==> config.mk <==
export PLATFORM = sky130hd
export DESIGN_NAME = cau_queue
export DESIGN_NICKNAME = d
export VERILOG_FILES = /design/src/rtl/cau_pkg.sv /design/src/rtl/cau_queue.sv
export VERILOG_INCLUDE_DIRS = /design/src /design/src/rtl
export SDC_FILE = /design/constraint.sdc
export NUM_CORES = 1
export LEC_CHECK = 0
export ABC_CLOCK_PERIOD_IN_PS = 6800
export BUFFER_PORTS_ARGS = -buffer_cell sky130_fd_sc_hd__buf_2
export CORE_AREA = 3 3 174 303
export CTS_BUF_LIST = sky130_fd_sc_hd__clkbuf_16
export CTS_CLUSTER_SIZE = 24
export DETAILED_ROUTE_END_ITERATION = 12
export DIE_AREA = 0 0 177 306
export GPL_TIMING_DRIVEN = 0
export PLACE_DENSITY = 0.61
export SLEW_MARGIN = 20
export SYNTH_ARGS = -nofsm -noshare
export SYNTH_HDL_FRONTEND = slang
export SYNTH_SLANG_ARGS = --single-unit
export TNS_END_PERCENT = 10
==> constraint.sdc <==
create_clock -name i_clk -period 6.8 [get_ports i_clk]
set_input_delay 1.36 -clock i_clk [delete_from_list [all_inputs] [get_ports i_clk]]
set_output_delay 1.36 -clock i_clk [all_outputs]
set_load 0.02 [all_outputs]
==> src/rtl/complex_arithmetic_unit_core_macros.svh <==
// Assertion macros shared by the complex arithmetic unit files.
`ifndef COMPLEX_ARITHMETIC_UNIT_CORE_MACROS_SVH
`define COMPLEX_ARITHMETIC_UNIT_CORE_MACROS_SVH
`ifndef SYNTH
`define CAU_ASSERT_IMP(label, clk, rst_n, a, c) \
    label: assert property (@(posedge clk) disable iff (!rst_n) (a) |-> (c)) \
        else $error("assertion failed");
`define CAU_ASSERT_NXT(label, clk, rst_n, a, c) \
    label: assert property (@(posedge clk) disable iff (!rst_n) (a) |=> (c)) \
        else $error("assertion failed");
`else
`define CAU_ASSERT_IMP(label, clk, rst_n, a, c)
`define CAU_ASSERT_NXT(label, clk, rst_n, a, c)
`endif
`endif

==> src/rtl/cau_pkg.sv <==
`timescale 1ns / 1ps
package cau_pkg;
    localparam int DATA_WIDTH = 32;
    localparam int FRAC_BITS = 16;
    localparam int QUEUE_DEPTH = 4;

    typedef enum logic [2:0] {
        OP_ADD = 3'd0,
        OP_SUB = 3'd1,
        OP_MUL = 3'd2,
        OP_DIV = 3'd3,
        OP_MAG = 3'd4,
        OP_CMP = 3'd5
    } t_opcode;

    typedef struct packed {
        logic [2:0] opcode;
        logic signed [DATA_WIDTH-1:0] a_re;
        logic signed [DATA_WIDTH-1:0] a_im;
        logic signed [DATA_WIDTH-1:0] b_re;
        logic signed [DATA_WIDTH-1:0] b_im;
    } t_in_word;

    typedef struct packed {
        logic signed [DATA_WIDTH-1:0] res_re;
        logic signed [DATA_WIDTH-1:0] res_im;
        logic is_equal;
        logic error;
    } t_out_word;

    // Classified word handed from the front end to the back end.
    typedef struct packed {
        logic is_add;
        logic is_sub;
        logic is_mul;
        logic is_div;
        logic is_mag;
        logic is_cmp;
        logic is_bad;
        logic equal;
        logic signed [DATA_WIDTH-1:0] a_re;
        logic signed [DATA_WIDTH-1:0] a_im;
        logic signed [DATA_WIDTH-1:0] b_re;
        logic signed [DATA_WIDTH-1:0] b_im;
    } t_cls_word;
endpackage

==> src/rtl/cau_queue.sv <==
`timescale 1ns / 1ps
`include "complex_arithmetic_unit_core_macros.svh"
module cau_queue #(
    parameter int DEPTH = cau_pkg::QUEUE_DEPTH
) (
    input  logic               i_clk,
    input  logic               i_rst_n,
    input  logic               i_push,
    input  cau_pkg::t_cls_word i_word,
    input  logic               i_pop,
    output logic               o_full,
    output logic               o_empty,
    output cau_pkg::t_cls_word o_word
);
    localparam int AW = (DEPTH > 1) ? $clog2(DEPTH) : 1;
    cau_pkg::t_cls_word r_mem [DEPTH];
    logic [AW-1:0]      r_wp, r_rp;
    logic [AW:0]        r_cnt;

    assign o_full  = (r_cnt == (AW+1)'(DEPTH));
    assign o_empty = (r_cnt == '0);
    assign o_word  = r_mem[r_rp];

    always_ff @(posedge i_clk) begin
        if (i_push) begin
            r_mem[r_wp] <= i_word;
        end
    end

    always_ff @(posedge i_clk) begin
        if (!i_rst_n) begin
            r_wp  <= '0;
            r_rp  <= '0;
            r_cnt <= '0;
        end else begin
            if (i_push) r_wp <= (r_wp == AW'(DEPTH - 1)) ? '0 : r_wp + 1'b1;
            if (i_pop)  r_rp <= (r_rp == AW'(DEPTH - 1)) ? '0 : r_rp + 1'b1;
            r_cnt <= r_cnt + (AW+1)'(i_push) - (AW+1)'(i_pop);
        end
    end

    `CAU_ASSERT_IMP(a_no_overflow, i_clk, i_rst_n, i_push, !o_full)
    `CAU_ASSERT_IMP(a_no_underflow, i_clk, i_rst_n, i_pop, !o_empty)
    `CAU_ASSERT_IMP(a_cnt_bound, i_clk, i_rst_n, 1'b1, r_cnt <= (AW+1)'(DEPTH))
endmodule

After elaboration in Yosys (flattened, before gate mapping)
Memory sizes are Yosys's and may differ from the RTL's. A register that Yosys moved wholly into a read port is not among the register bits.
Index checks and enable logic that the tools add are counted.
{"block": "classes", "add_sub_neg": 4, "muxes": 6, "reduce_logical": 1, "eq_ne": 3}
{"op": "2-bit two-way mux", "n": 4}
{"op": "2-bit by 1-bit adder with 2-bit output (second input constant)", "n": 2}
{"op": "2-bit equality test (second input constant)", "n": 2}
{"op": "3-bit by 1-bit adder with 3-bit output", "n": 1}
{"op": "3-bit equality test (second input constant)", "n": 1}
{"op": "3-bit zero test", "n": 1}
{"op": "3-bit by 1-bit subtractor with 3-bit output", "n": 1}
{"op": "1-bit two-way mux", "n": 2}
{"block": "word_totals", "register_bits": 7, "n_memories": 1, "inputBits": 140, "ram_bits": 544}
{"name": "r_mem", "depth": 4, "word_bits": 136, "read_ports": 1, "rd_ports_with_merged_regs": 1, "write_ports": 1, "line_no": "cau_queue.sv:16", "rtl": "cau_pkg::t_cls_word r_mem [DEPTH];"}

Depth between registers and ports, before layout
{"block": "depth", "depth_word": 4, "depth_mapped": 7, "ltp_nobuf": 7}

Least setup slack after synthesis
Ideal clock, no wire load.
{"block": "synth_path", "path_type": "input -> register", "from": "input port i_push", "to": "memory r_mem[0][0] (netlist bit), enable pin", "cell_stages": 1, "setup_slack_ps": 1818, "arrival_time_ps": 4471, "n_path_buf": 0, "cell_sequence": "and2_1"}
{"block": "synth_via", "elab_chain_len": 2}
{"item": "start: declaration", "line_no": "cau_queue.sv:8", "rtl": "input logic i_push,"}
{"item": "1-bit two-way mux", "line_no": "cau_queue.sv:25", "rtl": "if (i_push) begin"}
{"item": "1-bit two-way mux (not written as such)", "line_no": "cau_queue.sv:26", "rtl": "r_mem[r_wp] <= i_word;"}
{"item": "end: declaration", "line_no": "cau_queue.sv:16"}
No other way between the ends.

==> flow_summary.yaml <==
synthesis:
  synth_top_family_by_area: "multiplexers"
  ys_ff_latch: 553
  syn_nets: 902
  yosysUniqueCellTypes: 19
  yosysMostFrequentCell: "edfxtp_1"
  syn_avg_cell_area_um2: 26.58
  synth_area_um2: 20040
  yosysTopAreaCell: "edfxtp_1"
  synth_area_leaders: "edfxtp_1 (81%), mux4_2 (15%), dfxtp_1 (0.90%), ha_1 (0.44%), buf_2 (0.37%)"
  ys.flop_type: "edfxtp_1"
  async_reset_ff_frac: 0
  synth_adder_area_share: 0.005368
  syn_inst: 754
  ys_top_cells_by_count: "edfxtp_1 (544), mux4_2 (136), buf_2 (15)"
  yosysSeqAreaShare: 0.8240
  synth_compound_area_frac: 0.0004994
  synth_mux_area_frac: 0.1538
  synth_top_area_frac: 0.8150
  synth-simple-area-share: 0.004494
  yosysWarnings: 0
  synth_xor_area_frac: 0.001186
  synth_edf_count: 544
grt:
  grt_pass1_wl_um: 60220
  grt-ovfl-total: 0
  antenna_found_initial: 6
  grt.total_usage: 0.1477
  grt_pass1_vias: 9833
  grt_max_degree: 45
clock_tree:
  clockBufferDepth: 3
  cts_max_level: 2
  clk_pin_slew_ns: 0.06
  postCtsHoldBufs: 0
  cts_tree: "done"
  post-cts-setup-buffer-count: 0
  insertion_delay_ns: 0.55
  cts_root_buf: "clkbuf_16"
  cts_resized: 0
  cts_made_buffers: 48
  clock_sinks: 553
critical_path:
  cp_num_buf_inv: 4
  critPathMaxFanout: 10
  rrSetupSlack_ns: 4.77
  cpPeakStageDelay_ns: 0.40
  worst_ep_required_time_ns: 5.44
  critPathMostFrequentCell: "buf_2"
  cp.arrival_ns: 2.48
  cp_top_family: "buffers and inverters"
  worst_setup_path_start_kind: "flop"
  cp_cell_sequence: "buf_2 > buf_2 > buf_2 > mux4_2 > buf_2"
  endpoint_kind: "primary output"
  slowest_stage: "buf_2"
  critPathKind: "flop to primary output"
pwr:
  clock_power_share: 0.352
  combPwrFrac: 0.102
  sw_frac_of_total: 0.2209
  p_leak_nw: 8.077
  p_seq_frac: 0.546
  power_density_nw_per_um2: 298.8
  peakVddDrop_v: 0.0002213
  p_int_w: 0.005596
  switchingPower_w: 0.001586
sta:
  fin_worst_skew_ns: 0.009207
  rsz0062_at_grt: "no"
  fmax_mhz: 260.1
  final_max_slew_viol_count: 0
  hold_viol_final: 0
  period_share: 0.5654
  max_slew_margin: 0.5513
  fin_crit_ns: 3.845
  timing.final.ws_setup_ns: 2.955
  tightest_slew_ns: 0.6731
  tns_ns: 0
  finalSetupViolCount: 0
placed_design:
  dpl_worst_slack_ns: 3.425
  gp_congestion: 0.7005
  numPortBuffers: 277
  placed_cells: 1709
  hpwl_um: 26490
floorplanning:
  chipHeight_um: 306
  coreArea_um2: 50600
  start_util: 0.3962
  pin_count: 278
  die_x_um: 177
  die_area_um2: 54160
  rows: 109
final_layout:
  fin_util: 0.4751
  nets: 1241
  instances_no_fill: 1791
  drive_above_1_share: 0.4590
  areaGrowthSynthToFinish_pct: 19.93
  fillers: 4176
drt:
  num_vias: 8955
  drtAntennaViolNets: 0
  drcViolationCount: 0
  routedWlPerCell_um: 22.19
  vias_per_cell: 5.000
  routed_wirelength_um: 39740
  drtIter0Drc: 408
  first_pass_iters: 6
job:
  drv_cap: 0
min_path:
  hold_class: "flop to flop"
status:
  status: "complete, no violations"
## worst reg2reg max path: cells and delay by family, from the launching register on
kind          cells  cell delay [ns]
buf+inv           2             0.61
fa+ha+maj         1             0.18
flops             1             0.40
simple gates      1             0.46
## placed cells by master, fill, tap and decap left out
cell type and n:
buf_6 6, and2_4 4, and3_1 1, diode_2 3
clkinvlp_4 1, nand2b_1 2, inv_1 17, fa_1 1
clkinv_1 9, xor3_1 1, dfxtp_1 9, buf_12 1
nor3_1 1, buf_4 3, or3b_2 2, clkbuf_16 49
mux2i_1 2, clkbuf_1 6, mux4_2 136, buf_16 11
bufinv_16 3, and2_1 2, ha_1 7, a21oi_1 2
clkinv_2 6, nor2_1 3, buf_2 292, inv_6 1
edfxtp_1 544
## path summary, 6_finish.rpt
path / to / start / cells after the start
hold / removal: flop / r_rp[0] / 2
hold reg to reg: flop / r_rp[0] / 2
setup / recovery: o_word[103] / flop / 5
setup reg to reg: r_mem[1][91] / r_wp[0] / 4
## flip-flops by register name (all words and copies together), names as in the netlist, named ones only
name and cells:
r_cnt 3, r_mem 544, r_rp 2, r_wp 2
## through the flow
step	hold slack, ns	power (W)	area (um^2)
6_report	0.5197	0.007182	24040
2_1_floorplan	0.4758	0.004449	20040
3_3_place_gp	0.4887	0.004744	22260
4_1_cts	0.5196	0.007293	24030
3_5_place_dp	0.5097	0.004747	22600
5_1_grt	0.5672	0.007447	24030
## layer usage
layer | up-vias | wire [um] | track usage
met1 | 4663 | 14140 | 0.1691
met2 | 281 | 21550 | 0.2683
li1 | 3938 | - | -
met3 | 71 | 2553 | 0.03247
met4 | 2 | 1486 | 0.05596
met5 | - | 7 | 0
## kinds of logic after synthesis
group / count (synthesis)
adder cells (fa/ha/maj): 8
AND/OR/NAND/NOR: 15
XOR/XNOR: 1
multiplexers: 138
AO/OA/AOI/OAI: 2
flip-flops: 553
buffers and inverters: 37
## power by group through the flow
stage | clock network (W) | logic [W] | registers, W
3_3_place_gp | 0 | 0.000723 | 0.00402
4_1_cts | 0.00262 | 0.000756 | 0.00392
5_1_grt | 0.00273 | 0.000790 | 0.00393
2_1_floorplan | 0 | 0.000447 | 0.00400
6_report | 0.00253 | 0.000733 | 0.00392
3_5_place_dp | 0 | 0.000752 | 0.00399
## cell type report
| type | instances | area (um^2) | share of cell area |
|---|---|---|---|
| inverter | 7 | 26.28 | 0.001093 |
| clock inverter | 30 | 207.7 | 0.008640 |
| sequential | 553 | 16520 | 0.6871 |
| buffer | 30 | 187.7 | 0.007808 |
| multi-input combinational | 164 | 3324 | 0.1383 |
| clock buffer | 49 | 1226 | 0.05101 |
| tap | 666 | 833.3 | 0.03467 |
| timing repair buffer | 289 | 1709 | 0.07110 |
| antenna | 3 | 7.507 | 0.0003123 |
Power figures use the tool's default switching activity.
