[src/rtl/complex_arithmetic_unit_core_macros.svh]
// Assertion macros shared by the complex arithmetic unit files.
`ifndef COMPLEX_ARITHMETIC_UNIT_CORE_MACROS_SVH
`define COMPLEX_ARITHMETIC_UNIT_CORE_MACROS_SVH
`ifndef SYNTH
`define CAU_ASSERT_IMP(label, clk, rst_n, a, c) \
    label: assert property (@(posedge clk) disable iff (!rst_n) (a) |-> (c)) \
        else $error("assertion failed");
`define CAU_ASSERT_NXT(label, clk, rst_n, a, c) \
    label: assert property (@(posedge clk) disable iff (!rst_n) (a) |=> (c)) \
        else $error("assertion failed");
`else
`define CAU_ASSERT_IMP(label, clk, rst_n, a, c)
`define CAU_ASSERT_NXT(label, clk, rst_n, a, c)
`endif
`endif

[src/rtl/cau_pkg.sv]
`timescale 1ns / 1ps
package cau_pkg;
    localparam int DATA_WIDTH = 32;
    localparam int FRAC_BITS = 16;
    localparam int QUEUE_DEPTH = 4;

    typedef enum logic [2:0] {
        OP_ADD = 3'd0,
        OP_SUB = 3'd1,
        OP_MUL = 3'd2,
        OP_DIV = 3'd3,
        OP_MAG = 3'd4,
        OP_CMP = 3'd5
    } t_opcode;

    typedef struct packed {
        logic [2:0] opcode;
        logic signed [DATA_WIDTH-1:0] a_re;
        logic signed [DATA_WIDTH-1:0] a_im;
        logic signed [DATA_WIDTH-1:0] b_re;
        logic signed [DATA_WIDTH-1:0] b_im;
    } t_in_word;

    typedef struct packed {
        logic signed [DATA_WIDTH-1:0] res_re;
        logic signed [DATA_WIDTH-1:0] res_im;
        logic is_equal;
        logic error;
    } t_out_word;

    // Classified word handed from the front end to the back end.
    typedef struct packed {
        logic is_add;
        logic is_sub;
        logic is_mul;
        logic is_div;
        logic is_mag;
        logic is_cmp;
        logic is_bad;
        logic equal;
        logic signed [DATA_WIDTH-1:0] a_re;
        logic signed [DATA_WIDTH-1:0] a_im;
        logic signed [DATA_WIDTH-1:0] b_re;
        logic signed [DATA_WIDTH-1:0] b_im;
    } t_cls_word;
endpackage

[src/rtl/cau_front.sv]
`timescale 1ns / 1ps
module cau_front (
    input  logic                  i_start,
    input  cau_pkg::t_in_word     i_word,
    input  logic                  i_full,
    output logic                  o_busy,
    output logic                  o_push,
    output cau_pkg::t_cls_word    o_cls
);
    assign o_busy = i_full;
    assign o_push = i_start && !i_full;

    always_comb begin
        o_cls        = '0;
        o_cls.a_re   = i_word.a_re;
        o_cls.a_im   = i_word.a_im;
        o_cls.b_re   = i_word.b_re;
        o_cls.b_im   = i_word.b_im;
        o_cls.equal  = (i_word.a_re == i_word.b_re) && (i_word.a_im == i_word.b_im);
        unique case (i_word.opcode)
            cau_pkg::OP_ADD: o_cls.is_add = 1'b1;
            cau_pkg::OP_SUB: o_cls.is_sub = 1'b1;
            cau_pkg::OP_MUL: o_cls.is_mul = 1'b1;
            cau_pkg::OP_DIV: o_cls.is_div = 1'b1;
            cau_pkg::OP_MAG: o_cls.is_mag = 1'b1;
            cau_pkg::OP_CMP: o_cls.is_cmp = 1'b1;
            default:         o_cls.is_bad = 1'b1;
        endcase
    end
endmodule

[config.mk]
export PLATFORM = sky130hd
export DESIGN_NAME = cau_front
export DESIGN_NICKNAME = d
export VERILOG_FILES = /design/src/rtl/complex_arithmetic_unit_core_macros.svh /design/src/rtl/cau_pkg.sv /design/src/rtl/cau_front.sv
export SDC_FILE = /design/constraint.sdc
export NUM_CORES = 1
export LEC_CHECK = 0
export ABC_AREA = 1
export BUFFER_PORTS_ARGS = -buffer_cell sky130_fd_sc_hd__buf_2
export CORE_AREA = 2 2 104 106
export DETAILED_ROUTE_END_ITERATION = 8
export DIE_AREA = 0 0 106 108
export PLACE_DENSITY_LB_ADDON = 0.15
export SYNTH_ARGS = -nofsm -noshare
export SYNTH_HDL_FRONTEND = slang
export SYNTH_SLANG_ARGS = --single-unit
[constraint.sdc]
create_clock -name vclk -period 0.8
set_input_delay 0.04 -clock vclk [all_inputs]
set_output_delay 0.04 -clock vclk [all_outputs]
set_load 0.1 [all_outputs]
### After elaboration in Yosys (flattened, before gate mapping)

Cells that the tools add are included.

* register bits: 0
* input port bits: 133
* output and inout bits: 138
* word-level logic and storage cells: 19

* eq/ne operators: 7
* multiplexer cells: 7
* reductions and logical operators: 5

Operators by type and width (count)
* $eq 32x32->1: 2
* $mux 1: 7
* $eq 3x2->1 const B: 2
* $eq 3x3->1 const B: 2
* $reduce_or 6->1: 1
* $eq 3x1->1 const B: 1
* $logic_not 3->1: 1
* $logic_and 1x1->1: 2
* $logic_not 1->1: 1

### Depth between registers and ports, before layout

Gate-level depths: netlist of run 1.

* depth after elaboration: 3
* gate-level depth with buffers: 9
* mapped depth without buffers: 9

### Worst setup path after synthesis of run 1

Ideal clock, no wire load.

* kind: input to output
* from: in i_word[53] (netlist name)
* to: out o_cls[128] (netlist name)
* data arrival time: 1.763 ns
* data required time: 0.760 ns
* setup slack: -1.003 ns
* cell stages on the path: 7
* path buffers: 0
* path through: xnor2_1 -> nand2_1 -> nor2_1 -> nand2_1 -> nor2_1 -> nand2_1 -> nor2_1

RTL lines
* start: declaration: RTL line cau_front.sv:4 `input cau_pkg::t_in_word i_word,`
* end: declaration: RTL line cau_front.sv:8 `output cau_pkg::t_cls_word o_cls`

==> results of run 1 <==
==> cell usage after synthesis <==
master,number
nor2_1,28
xnor2_1,54
nand2_1,76
inv_1,25
buf_4,129
==> worst min path at each step <==
stage                           start    endpoint  slack [ns]  depth (start not counted)
after floorplan           i_word[130]  o_cls[134]        0.18                          1
after global placement     i_word[92]   o_cls[92]        0.37                          2
after detailed placement   i_word[40]   o_cls[40]        0.37                          2
after CTS                  i_word[40]   o_cls[40]        0.37                          2
after global routing      i_word[117]  o_cls[117]        0.37                          2
final                     i_word[117]  o_cls[117]        0.37                          2
==> layer usage <==
metal	vias up	wire length, um
met5	-	0
met4	0	0
met3	0	1030
met2	151	5000
met1	1104	2240
li1	1286	-
==> layout make-up <==
type / instances / area [sq um] / area share
Inverter: 25 / 93.8 / 0.0170
Multi-Input combinational cell: 158 / 973 / 0.177
Tap cell: 136 / 170 / 0.0309
Timing Repair Buffer: 380 / 4270 / 0.775
==> power breakdown <==
part / internal [mW] / switching [mW] / leakage [nW]
registers: 0 / 0 / 0
logic: 2.22 / 3.54 / 2.83
clock network: 0 / 0 / 0
==> what timing repair did <==
item | 4_1_cts | 5_1_grt
resized for setup | 13 | 8
pin swaps | 14 | 5
setup endpoints to repair | 1 | 1
==> logic make-up after synthesis <==
logic type             count (synthesis)  synth area share
buffers and inverters                154             0.552
AND/OR/NAND/NOR                      104             0.203
XOR/XNOR                              54             0.246
==> placed cells by master, fill, tap and decap left out <==
master   Yosys  final
nor2_4       0      4
xnor2_1     54     47
buf_6        0      4
nor2_1      28     15
inv_1       25     24
nor2_2       0      9
buf_4      129    109
nand2_2      0      2
nand2_1     76     74
inv_2        0      1
buf_12       0    138
buf_2        0    129
xnor2_2      0      7
==> metrics by stage <==
| stage | hold slack (ns) | util | setup TNS (ns) | worst slack, ns | total power, mW |
|---|---|---|---|---|---|
| after floorplan | 0.182 | - | -1.25 | -0.267 | 3.57 |
| after global placement | 0.368 | 0.529 | -0.459 | -0.459 | 5.70 |
| after detailed placement | 0.368 | 0.529 | -0.465 | -0.465 | 5.74 |
| after CTS | 0.368 | 0.534 | -0.376 | -0.376 | 5.78 |
| after global routing | 0.371 | 0.538 | -0.431 | -0.431 | 5.95 |
| final | 0.368 | 0.538 | -0.338 | -0.338 | 5.76 |
==> results.md, run 1 <==
- Run status: finished with violations
- Failing checks: negative setup slack
- Worst Path Max Fanout: 2
- Crit path depth: 9
- Post-DRT Antenna Nets: 0
- Kind of critical path: in -> out
- Post-Route WL: 8.27 mm
- CP endpoint: o_cls[128]
- Post-CTS Setup Bufs: 0
- Final Hold Viols: 0
- Critical Path Source: i_word[48]
- Detailed placement HPWL: 8.15 mm
- Die width: 106 um
- Port buffer count: 271
- Vias/cell: 3.64
- Placed instance area: 5410 sq um
- Sequential cell area: 0 sq um
- Fillers: 957
- Post-route minimum period: 1.14 ns
- Seq/Total Area, Yosys: 0
- Grt peak-use layer: met2
- Layout cells sized above 1: 0.716
- Drt pass-1 iters: 2
- Worst Path Required: 0.76 ns
- Tcrit/Tclk final: 1.42
- Fmax: 0.878 GHz
- Number of diodes: 0
- Mapped cell area: 1930 sq um
- Slowest stage cell, crit path: buf_12
- DR vias: 2541
- Crit path DAT: 1.10 ns
- Final setup vio count: 1
- Synth cell types: 5
- Crit-path most repeated cell: nand2_1
- Final instance area: 5510 sq um
- GRT met2 Usage: 0.300
- Syn_nets: 445
- Area added between synthesis and finish: 186%
- Worst path bufs/invs: 2
- Synth area leader: buf_4
- Setup WS post-layout: -0.338 ns
- 1st-iter DRT viols: 30
- Per-cell routed wire length: 11.8 um
- Yosys top cell area share: 0.503
- Die Ht: 108 um
- Std-Cell Rows: 37
- Max IR drop VDD: 0.580 mV
- Core ar.: 10200 sq um
- Rel. slew slack: 0.885
- Max_cap viols: 0
- # placed instances: 699
- First-pass GRT wire length: 12.3 mm
- Vias in the first global route: 2616
- Post-Syn Instances: 312
- Boundary pin count: 271
- Post-CTS Hold Fix Bufs: 0
- Layout sequential cell count: 0
- Initial antenna violation count: 0
- Static leakage: 2.83 nW
- Pwr Density: 1040 nW/um^2
- Warning count from the yosys run: 0
- Starting Density: 0.188
- Met1 usage: 0.109
- GR Overflow Total: 0
- Launching element type of the critical path: primary input
- Clkbuf count: 0
- Hold Path Class: in -> out
- CP cell instances: buf_2, xnor2_1, nand2_1, nor2_1, nand2_1, nor2_2, nand2_2, nor2_4, buf_12
- Max Slew Vio Count: 0
- Largest net degree at the start of global routing: 4
- Layout Cells excl Fill: 699
- Layout Nets: 698
- Die area: 11400 sq um
- Drt drc: 0
- RSZ-0062 raised after global routing: true
- Synth area leaders: buf_4 50%, xnor2_1 25%, nand2_1 15%
- Met3 usage: 0.0524
- CP endpoint kind: output port
- Worst path max stage delay: 0.18 ns
- Avg Inst Size Synth: 6.17 sq um
- Cell family with most CP delay: simple AND/OR/NAND/NOR gates
- Gp weighted congestion: 0.739
- Worst Max-Slew Pin Slew: 0.171 ns
- GRT Total Usage: 0.132
Power figures use the tool's default switching activity.
==> inputs of run 2 (changes only) <==
==> constraint.sdc (replaced) <==
create_clock -name vclk -period 0.8
set_input_delay 0.08 -clock vclk [all_inputs]
set_output_delay 0.08 -clock vclk [all_outputs]
set_load 0.1 [all_outputs]
==> run 2 against run 1 <==
Against the previous run:
- the run still ends with negative setup slack left
- first-iteration DRC count did not move
- critical endpoint unchanged
- combinational power rose by 2%
- cell count grew 0.43%
- worst hold slack better by 0.081 ns
==> results.md, run 2 (same netlist as run 1, synthesis figures left out) <==
- Combinational power share: 1.000 (about the same)
- Post-CTS Hold Fix Bufs: 0 (unchanged)
- Layout sequential cell count: 0 (unchanged)
- Die width: 106 um (unchanged)
- Crit path depth: 9 (unchanged)
- CP cell instances: buf_2, xnor2_2, nand2_1, nor2_1, nand2_1, nor2_2, nand2_2, nor2_4, buf_12
- Seq pwr share: 0 (unchanged)
- Total Power: 5.89 mW (+2.3%)
- Boundary pin count: 271 (unchanged)
- Hold Startpoint: i_word[87]
- Final Hold Viols: 0 (unchanged)
- Worst path max stage delay: 0.18 ns (about the same)
- Drt drc: 0 (unchanged)
- Commonest non-fill, non-tap cell in the layout: buf_12
- Largest net degree at the start of global routing: 4 (unchanged)
- WHS: 0.449 ns (+0.0807 ns)
- Tcrit/Tclk final: 1.49 (+0.0702)
- Setup WS post-layout: -0.395 ns (-0.0562 ns)
- Initial antenna violation count: 0 (unchanged)
- Vias in the first global route: 2723 (+4.1%)
- Critical Path Source: i_word[49]
- Layout Nets: 701 (+0.43%)
- Setup WS pre-CTS: -0.583 ns (-0.117 ns)
- Final instance area: 5720 sq um (+3.9%)
- Max IR drop VDD: 0.529 mV (-8.7%)
- Kind of critical path: in -> out
- Post-Route WL: 8.32 mm (+0.58%)
- Worst path bufs/invs: 2 (unchanged)
- Clkbuf count: 0 (unchanged)
- Launching element type of the critical path: primary input
- Placed instance area: 5470 sq um (+1.0%)
- Run status: finished with violations
- CP endpoint: o_cls[128]
- Fin util: 0.559 (+0.0208)
- Worst Max-Slew Pin Slew: 0.141 ns (-0.0305 ns)
- Met1 usage: 0.114 (+0.00522)
- CP endpoint kind: output port
- TNS Setup: -0.395 ns (-0.0562 ns)
- Most frequent cells in the layout: 139 x buf_12, 122 x buf_2, 112 x buf_4
- Crit path DAT: 1.11 ns (about the same)
- Area added between synthesis and finish: 197%
- Number of diodes: 0 (unchanged)
- Sequential cell area: 0 sq um (unchanged)
- Detailed placement HPWL: 7.94 mm (-2.5%)
- Std-Cell Rows: 37 (unchanged)
- First-pass GRT wire length: 12.7 mm (+3.1%)
- Clock power share: 0 (unchanged)
- Internal Power: 2.30 mW (+3.9%)
- Die Ht: 108 um (unchanged)
- Worst Path Max Fanout: 2 (unchanged)
- Drt pass-1 iters: 2 (unchanged)
- Fillers: 906 (-5.3%)
- Worst Path Required: 0.72 ns (-0.04 ns)
- Cell family with most CP delay: simple AND/OR/NAND/NOR gates
- Switching share of power: 0.609 (-0.00608)
- Layout cells sized above 1: 0.751 (+0.0351)
- Starting Density: 0.188 (unchanged)
- Rel. slew slack: 0.905 (+0.0205)
- DR vias: 2568 (+1.1%)
- Port buffer count: 271 (unchanged)
- Die area: 11400 sq um (unchanged)
- 1st-iter DRT viols: 30 (unchanged)
- Grt peak-use layer: met2
- Post-DRT Antenna Nets: 0 (unchanged)
- Vias/cell: 3.66 (+0.63%)
- Met3 usage: 0.0524 (unchanged)
- # placed instances: 701 (+0.29%)
- Slowest stage cell, crit path: buf_12
- Gp weighted congestion: 0.752 (+1.8%)
- Hold Path Class: in -> out
- Layout Cells excl Fill: 702 (+0.43%)
- Pwr Density: 1030 nW/um^2 (-1.5%)
- Failing checks: negative setup slack
- Post-route minimum period: 1.19 ns (+0.0562 ns)
- Max Slew Vio Count: 0 (unchanged)
- Final setup vio count: 1 (unchanged)
- Per-cell routed wire length: 11.9 um (+0.15%)
- Static leakage: 2.92 nW (+3.1%)
- Core ar.: 10200 sq um (unchanged)
- Sw power: 3.58 mW (+1.3%)
- RSZ-0062 raised after global routing: true
- Crit-path most repeated cell: nand2_1
- GR Overflow Total: 0 (unchanged)
- Max_cap viols: 0 (unchanged)
- Worst hold path depth: 2 (unchanged)
- Fmax: 0.837 GHz (-4.7%)
- GRT met2 Usage: 0.302 (+0.00230)
- GRT Total Usage: 0.136 (+0.00387)
## run 2: cell types whose count changed in the layout (fill, tap and decap cells not counted), sizes merged
cell / change
buf: +3
## run 2: metal layers
metal	share of wire	vias to the layer above	routed length, um
met5	0	-	0
met4	0.0089	0	74
met3	0.12	6	1030
met2	0.60	159	4980
met1	0.27	1106	2230
li1	-	1297	-
## run 2: power by group through the flow
stage	combinational, mW	sequential, mW	clock, mW
after floorplan	3.59	0	0
after global placement	5.74	0	0
after detailed placement	5.77	0	0
after CTS	5.89	0	0
after global routing	6.09	0	0
final	5.89	0	0
## run 2: repair_timing
item	in CTS	in global routing
endpoints found under the setup margin	1	2
gates resized for setup	37	12
pin swaps	26	2
setup buffers	1	0
## run 2: worst min-delay path by stage
| stage | to | slack, ns |
|---|---|---|
| 4_1_cts | o_cls[8] | 0.45 |
| 3_5_place_dp | o_cls[8] | 0.45 |
| 6_report | o_cls[87] | 0.45 |
| 5_1_grt | o_cls[87] | 0.45 |
| 2_1_floorplan | o_cls[133] | 0.26 |
| 3_3_place_gp | o_cls[95] | 0.45 |
## run 2: final cells by class
type,instances,area [sq um],area share
Multi-Input combinational cell,158,1100,0.193
Tap cell,136,170,0.0297
Timing Repair Buffer,383,4350,0.761
Inverter,25,93.8,0.0164
==> inputs of run 3 (changes only) <==
Settings changed: RECOVER_POWER set to 50.
==> run 3 against run 2 <==
Against the previous run:
- the run still ends with negative setup slack left
- core utilization fell by 8.2 points
- cell count did not move
- routed wire length rose by 0.77%
- worst hold slack improved by 0.023 ns
- global-route usage did not move
- sequential share of layout area did not move
- cell area fell by 15%
- worst setup slack barely moved
- first-iteration DRC count rose by 3.3%
- critical endpoint unchanged
- largest power group unchanged
==> results.md, run 3 (same netlist as run 1, synthesis figures left out) <==
- Tcrit/Tclk final: 1.49 (about the same)
- Detailed placement HPWL: 7.94 mm (unchanged)
- Final setup vio count: 1 (unchanged)
- Most frequent cells in the layout: 123 x buf_2, 114 x buf_4, 72 x buf_12
- Largest net degree at the start of global routing: 4 (unchanged)
- Worst Max-Slew Pin Slew: 0.484 ns (+0.344 ns)
- Drt pass-1 iters: 3 (+1)
- Max Slew Vio Count: 0 (unchanged)
- CP endpoint: o_cls[128]
- Total Power: 5.31 mW (-9.8%)
- Max IR drop VDD: 0.505 mV (-4.6%)
- Launching element type of the critical path: primary input
- GRT Total Usage: 0.136 (unchanged)
- Die width: 106 um (unchanged)
- Number of diodes: 0 (unchanged)
- Clkbuf count: 0 (unchanged)
- Post-DRT Antenna Nets: 0 (unchanged)
- RSZ-0062 raised after global routing: true
- Commonest non-fill, non-tap cell in the layout: buf_2
- Rel. slew slack: 0.679 (-0.226)
- First-pass GRT wire length: 12.7 mm (unchanged)
- Drt drc: 0 (unchanged)
- Vias/cell: 3.66 (+0.12%)
- GRT met2 Usage: 0.302 (unchanged)
- Post-route minimum period: 1.19 ns (+0.000111 ns)
- CP cell instances: buf_2, xnor2_2, nand2_1, nor2_1, nand2_1, nor2_2, nand2_2, nor2_4, buf_12
- Met1 usage: 0.114 (unchanged)
- Layout Nets: 701 (unchanged)
- Grt peak-use layer: met2
- Seq pwr share: 0 (unchanged)
- Hold Path Class: in -> out
- Boundary pin count: 271 (unchanged)
- Core ar.: 10200 sq um (unchanged)
- Combinational power share: 1.000 (about the same)
- Met3 usage: 0.0524 (unchanged)
- Initial antenna violation count: 0 (unchanged)
- Worst path bufs/invs: 2 (unchanged)
- Kind of critical path: in -> out
- Slowest stage cell, crit path: buf_12
- Worst Path Required: 0.72 ns (about the same)
- Cell family with most CP delay: simple AND/OR/NAND/NOR gates
- Crit-path most repeated cell: nand2_1
- Crit path depth: 9 (unchanged)
- Final Hold Viols: 0 (unchanged)
- Sequential cell area: 0 sq um (unchanged)
- Max_cap viols: 0 (unchanged)
- Switching share of power: 0.656 (+0.0479)
- Sw power: 3.49 mW (-2.7%)
- Post-Route WL: 8.38 mm (+0.77%)
- Layout sequential cell count: 0 (unchanged)
- Starting Density: 0.188 (unchanged)
- Critical Path Source: i_word[49]
- Pwr Density: 1090 nW/um^2 (+5.7%)
- Failing checks: negative setup slack
- Vias in the first global route: 2723 (unchanged)
- Layout cells sized above 1: 0.751 (unchanged)
- Port buffer count: 271 (unchanged)
- Std-Cell Rows: 37 (unchanged)
- Setup WS post-layout: -0.395 ns (-0.000111 ns)
- Per-cell routed wire length: 11.9 um (+0.77%)
- CP endpoint kind: output port
- Crit path DAT: 1.11 ns (about the same)
- Fmax: 0.837 GHz (about the same)
- Run status: finished with violations
- 1st-iter DRT viols: 31 (+3.3%)
- GR Overflow Total: 0 (unchanged)
- Clock power share: 0 (unchanged)
- Fillers: 1003 (+11%)
- Post-CTS Hold Fix Bufs: 0 (unchanged)
- Worst Path Max Fanout: 2 (unchanged)
- Die area: 11400 sq um (unchanged)
- Area added between synthesis and finish: 153%
- TNS Setup: -0.395 ns (-0.000111 ns)
- Die Ht: 108 um (unchanged)
- DR vias: 2571 (+0.12%)
- Static leakage: 2.60 nW (-11%)
- Worst path max stage delay: 0.18 ns (about the same)
- Gp weighted congestion: 0.752 (unchanged)
- Internal Power: 1.82 mW (-21%)
==> run 3: stage by stage <==
stage          hold WS (ns)  std cells  utilization  area, sq um  setup slack (ns)
3_5_place_dp          0.449        701        0.535         5470            -0.583
3_3_place_gp          0.448        701        0.535         5470            -0.590
6_report              0.472        702        0.477         4880            -0.395
4_1_cts               0.449        702        0.553         5660            -0.412
2_1_floorplan         0.262        312            -         1990            -0.347
5_1_grt               0.479        702        0.477         4880            -0.521
==> run 3: worst min path at each step <==
stage / startpoint / end / slack, ns / depth (start not counted)
after floorplan: i_word[128] / o_cls[133] / 0.26 / 1
after global routing: i_word[128] / o_cls[133] / 0.48 / 3
final: i_full / o_push / 0.47 / 3
after global placement: i_word[95] / o_cls[95] / 0.45 / 2
after CTS: i_word[8] / o_cls[8] / 0.45 / 2
after detailed placement: i_word[8] / o_cls[8] / 0.45 / 2
==> run 3: cell type report <==
type,instances,area (sq um),area share
Multi-Input combinational cell,158,1100,0.226
Inverter,25,93.8,0.0192
Timing Repair Buffer,383,3510,0.720
Tap cell,136,170,0.0349
==> run 3: tightest hold or removal path, stage by stage <==
cell	delay, ns
buf_2	0.11
nor2_4	0.04
buf_12	0.15
==> run 3: repair_timing <==
item | CTS | global route
pin swaps | 26 | 2
gates resized for setup | 37 | 12
buffers inserted | 1 | 0
endpoints found under the setup margin | 1 | 2
==> run 3: power by group through the flow <==
stage	Combinational [mW]	Clock, mW	Sequential, mW
2_1_floorplan	3.59	0	0
4_1_cts	5.89	0	0
3_5_place_dp	5.77	0	0
6_report	5.31	0	0
3_3_place_gp	5.74	0	0
5_1_grt	5.51	0	0
==> run 3: metal layers <==
layer	share of wire	wire [um]
met2	0.59	4910
met4	0.012	102
met5	0	0
met3	0.12	965
met1	0.29	2400
